<file path="src/rtl/core/vfsf_ram.sv">
// generic single-write, single-read ram with registered read data
// no dependencies; read data holds while rd_en is low
module vfsf_ram #(
   parameter  int WIDTH  = 8,
   parameter  int DEPTH  = 256,
   localparam int ADDR_W = (DEPTH > 1) ? $clog2(DEPTH) : 1
) (
   input  logic              clock,
   input  logic              wr_en,
   input  logic [ADDR_W-1:0] wr_addr,
   input  logic [WIDTH-1:0]  wr_data,
   input  logic              rd_en,
   input  logic [ADDR_W-1:0] rd_addr,
   output logic [WIDTH-1:0]  rd_data
);

   logic [WIDTH-1:0] mem_ff [DEPTH];
   logic [WIDTH-1:0] rd_data_ff;

   // write port and registered read port
   always_ff @(posedge clock) begin
      if (wr_en) begin
         mem_ff[wr_addr] <= wr_data;
      end
      if (rd_en) begin
         rd_data_ff <= mem_ff[rd_addr];
      end
   end

   assign rd_data = rd_data_ff;

endmodule

</file>
<file path="config.mk">
export PLATFORM = sky130hd
export DESIGN_NAME = vfsf_ram
export DESIGN_NICKNAME = d
export VERILOG_FILES = /design/src/rtl/core/vfsf_ram.sv
export SDC_FILE = /design/constraint.sdc
export NUM_CORES = 2
export LEC_CHECK = 0
export ABC_AREA = 0
export BUFFER_PORTS_ARGS = -buffer_cell sky130_fd_sc_hd__buf_4
export CAP_MARGIN = 20
export CORE_ASPECT_RATIO = 0.8
export CORE_UTILIZATION = 44
export CTS_BUF_LIST = sky130_fd_sc_hd__clkbuf_8
export CTS_CLUSTER_SIZE = 16
export DETAILED_ROUTE_END_ITERATION = 10
export PLACE_DENSITY = 0.67
export SLEW_MARGIN = 20
export SYNTH_ARGS = -nofsm -noshare
export SYNTH_HDL_FRONTEND = slang
export SYNTH_SLANG_ARGS = --single-unit
</file>
<file path="constraint.sdc">
create_clock -name clock -period 3 [get_ports clock]
set_clock_uncertainty 0.2 [all_clocks]
set_input_delay 0 -clock clock [delete_from_list [all_inputs] [get_ports clock]]
set_output_delay 0 -clock clock [all_outputs]
set_load 0.05 [all_outputs]
</file>
=== Word level (Yosys, flattened, before mapping) ===
Memories as Yosys holds them, arrays and structs flattened. A register that Yosys moved wholly into a read port is not among the register bits.
Cells that the tools add are included.

* Muxes and demuxes: 2

{| class="wikitable"
|+ Operator list
! kind !! number
|-
| two-way mux 1 bit || 2
|}

* Output and inout port bits: 8
* Memories kept: 1
* Bits in writable memories: 2048
* Bits in registers: 0

{| class="wikitable"
|+ Memory list
! memory !! depth !! bits a word !! read ports !! clocked after Yosys merged registers in !! write ports !! RTL line !! text
|-
| mem_ff || 256 || 8 || 1 || 1 || 1 || 17 || <nowiki>logic [WIDTH-1:0] mem_ff [DEPTH];</nowiki>
|}

=== Depth between registers and ports, before layout ===
* Word-level depth: 2
* Depth in mapped cells: 11
* Depth with buffers taken out: 6

=== Worst setup path after synthesis ===
OpenSTA, ideal clock, no wires.

* Path type: input -> register
* Start point: in rd_addr[0]
* End point: reg rd_data_ff[2] (netlist: rd_data[2]) (read register of mem_ff), data pin
* Arrival: 1.807 ns
* Stages on the path: 9
* Library setup time: 0.269 ns
* Setup slack: 0.724 ns
* Path buffers: 4
* Required time: 2.531 ns
* Path through: buf_6 -> buf_12 -> buf_8 -> buf_2 -> mux4_2 -> a22oi_1 -> a21oi_1 -> nor4_1 -> nor4_2

{| class="wikitable"
|+ RTL lines
! what !! RTL line !! text
|-
| from (decl) || 13 || <nowiki>input logic [ADDR_W-1:0] rd_addr,</nowiki>
|-
| to (decl) || 18 || <nowiki>logic [WIDTH-1:0] rd_data_ff;</nowiki>
|}

==> flow_summary.ini <==
[routing]
drt_iter0_drc = 5457
vias = 41740
drc_errors = 0
drt_pass1_iterations = 6
wl_per_cell_um = 28.84
wl_um = 203500
drtAntennaViolNets = 0
viasPerCell = 5.916

[critical_path]
slowest_stage = nor4_2
critPathMaxFanout = 1
reg2reg_slack_ps = 130
critPathCaptureType = register
critPathMaxStageDelay_ps = 700
required_ps = 3570
cp.arrival_ps = 3440
cp_cell_sequence = mux4_2, a22oi_1, a21oi_1, nor4_2, buf_4, nor4_2
critPathKind = reg2reg
cpMostUsedCell = nor4_2
start_kind = register

[logic_synthesis]
synth_top_area_share_pct = 77.53
syn_area_um2 = 79640
ys_seq_area_share_pct = 77.53
yosys.area.top_type = edfxtp_1
synthTopCellsByArea = edfxtp_1 (78%), mux4_2 (13%), mux2i_1 (1.7%)
syn_nets = 3760
yosysMostFrequentCell = edfxtp_1
async_reset_ff_share_pct = 0
synth_area_per_cell_um2 = 21.33
ys_types = 54
yosysWarnings = 0
synthTopCellsByCount = edfxtp_1 (2056), mux4_2 (454), nor2_1 (282)
synth_ff_type = edfxtp_1
synth_seq_cells = 2056
synth_enable_flop_cells = 2056
syn_inst = 3733

[clock_tree]
post_cts_buffers = 0
cts_buffers = 318
clk_latency_ps = 1060
cts_root_buffer = clkbuf_8
numClockSinks = 2056
cts_tree = done
clk_path_buf_depth = 4
htreeDepth = 5
clk_pin_slew_ps = 70

[sta]
worst_slack_ps = 130.6
slew_violations = 0
worst_pin_slew_ps = 1030
setup_tns_ps = 0
setup_viol = 0
whs_ps = 42.08
hold_viol_final = 0
timing.fmax_mhz = 348.5
slew_headroom_pct = 31.35
finalCritPeriodShare_pct = 95.65
period_minus_slack_ps = 2869
rsz0062_at_grt = no

[layout]
fin_area_um2 = 92340
syn2layout_area_growth_pct = 15.95
fillers = 13980
final_layout_size_suffix_gt1_share_pct = 30.59
final_util_pct = 51.40
instances_no_fill = 7055
fin_nets = 4467

[place]
placed_area_um2 = 86210
port_buffers = 34
place_ws_ps = -767.1
gp_routability_congestion = 0.8843
dp_hpwl_um = 128400
dp_cells = 6471

[pwr]
p_sw_mw = 12.64
pwr-share-seq_pct = 56.4
combPwrFrac_pct = 5.8
p_clk_share_pct = 37.7
power_density_nw_per_um2 = 608.6
sw_frac_of_total_pct = 22.48
power_mw = 56.20
intPower_mw = 43.56
power_leakage_nw = 29.86
max-vdd-ir-drop_uv = 516.1

[global_routing]
overflow = 0
grtUsageTotal_pct = 22.24
antenna_found_initial = 6
grt_pass1_vias = 41420
grt_max_degree = 109
grt_first_pass_wirelength_um = 293700

[die]
die_x_um = 477.6
initial_core_util_pct = 44.33
dieArea_um2 = 182700
die_h_um = 382.5
core_area_um2 = 179700
rows = 139
pin_count = 35

[flow_run]
maxCapViolations = 0

[status]
outcome = completed

[hold_path]
hp-class = in2reg
layer usage:
| metal | vias up | wire length, um | global-route usage, % |
|---|---|---|---|
| met2 | 2328 | 92250 | 33.04 |
| li1 | 17140 | - | - |
| met3 | 321 | 21410 | 4.627 |
| met1 | 21950 | 84680 | 33.11 |
| met4 | 2 | 5141 | 6.772 |
| met5 | - | 12 | 0 |
final timing paths:
| check | from | to | cells after the start |
|---|---|---|---|
| max reg2reg | mem_ff[14][2]$_DFFE_PP_ | rd_data[2]$_DFFE_PP_ | 6 |
| min reg2reg | mem_ff[203][1]$_DFFE_PP_ | rd_data[1]$_DFFE_PP_ | 5 |
| max | mem_ff[14][2]$_DFFE_PP_ | rd_data[2]$_DFFE_PP_ | 6 |
| min | wr_data[1] | mem_ff[82][1]$_DFFE_PP_ | 2 |
repair_timing:
item	CTS	global route
endpoints found under the setup margin	3	1
hold endpoints to repair	4100	0
resized for setup	4	1
hold buffers	46	0
state kept, by name, summed over array words and instances, names as in the netlist:
signal / count
mem_ff: 2048
rd_data: 8
cells in the final DEF (no fill, tap or decap), drive strengths merged, types with 14 or more instances in the layout:
cell	Yosys	final
mux4	456	456
nand3	34	34
a22oi	133	133
a211oi	16	16
buf	122	576
nor2b	31	31
a221oi	14	14
edfxtp	2056	2056
o22ai	28	28
o221ai	47	47
nand2	33	33
nor3	22	22
clkbuf	111	330
nor2	282	282
inv	1	95
nor4	27	27
mux2i	134	134
a21oi	96	96
clkinv	1	105
dlygate4sd3	0	40
power groups by stage:
stage / Sequential [mW] / Combinational (mW) / Clock [mW]
final: 31.7 / 3.27 / 21.2
after global routing: 31.7 / 3.42 / 22.7
after CTS: 31.7 / 3.26 / 21.5
after detailed placement: 32.3 / 3.16 / 0
after global placement: 32.3 / 3.11 / 0
after floorplan: 32.4 / 1.54 / 0
cells by family (layout without fill, tap and decap cells):
group,count (synthesis),count (layout),synth area share [%]
AND/OR/NAND/NOR,466,466,2.625
multiplexers,591,591,14.60
AO/OA/AOI/OAI,385,385,3.416
other,0,6,0
flip-flops,2056,2056,77.53
buffers and inverters,235,1154,1.829
worst max-delay path: cells and delay by family (launching register included):
kind	cells	cell delay (ps)
AND/OR/NAND/NOR	2	740
AO/OA/AOI/OAI	2	600
multiplexers	1	460
flip-flops	1	360
buffers and inverters	1	230
final cells by class:
cell class / instances / area, um2 / area share, %
inverter: 2 / 7.507 / 0.008130
antenna: 6 / 15.01 / 0.01626
timing repair buffer: 620 / 5545 / 6.005
multi-input combinational: 1442 / 16510 / 17.88
clock buffer: 326 / 4487 / 4.859
clock inverter: 206 / 1033 / 1.119
sequential: 2056 / 61740 / 66.86
tap: 2397 / 2999 / 3.248
No activity file was read; power rests on OpenSTA's default activity.
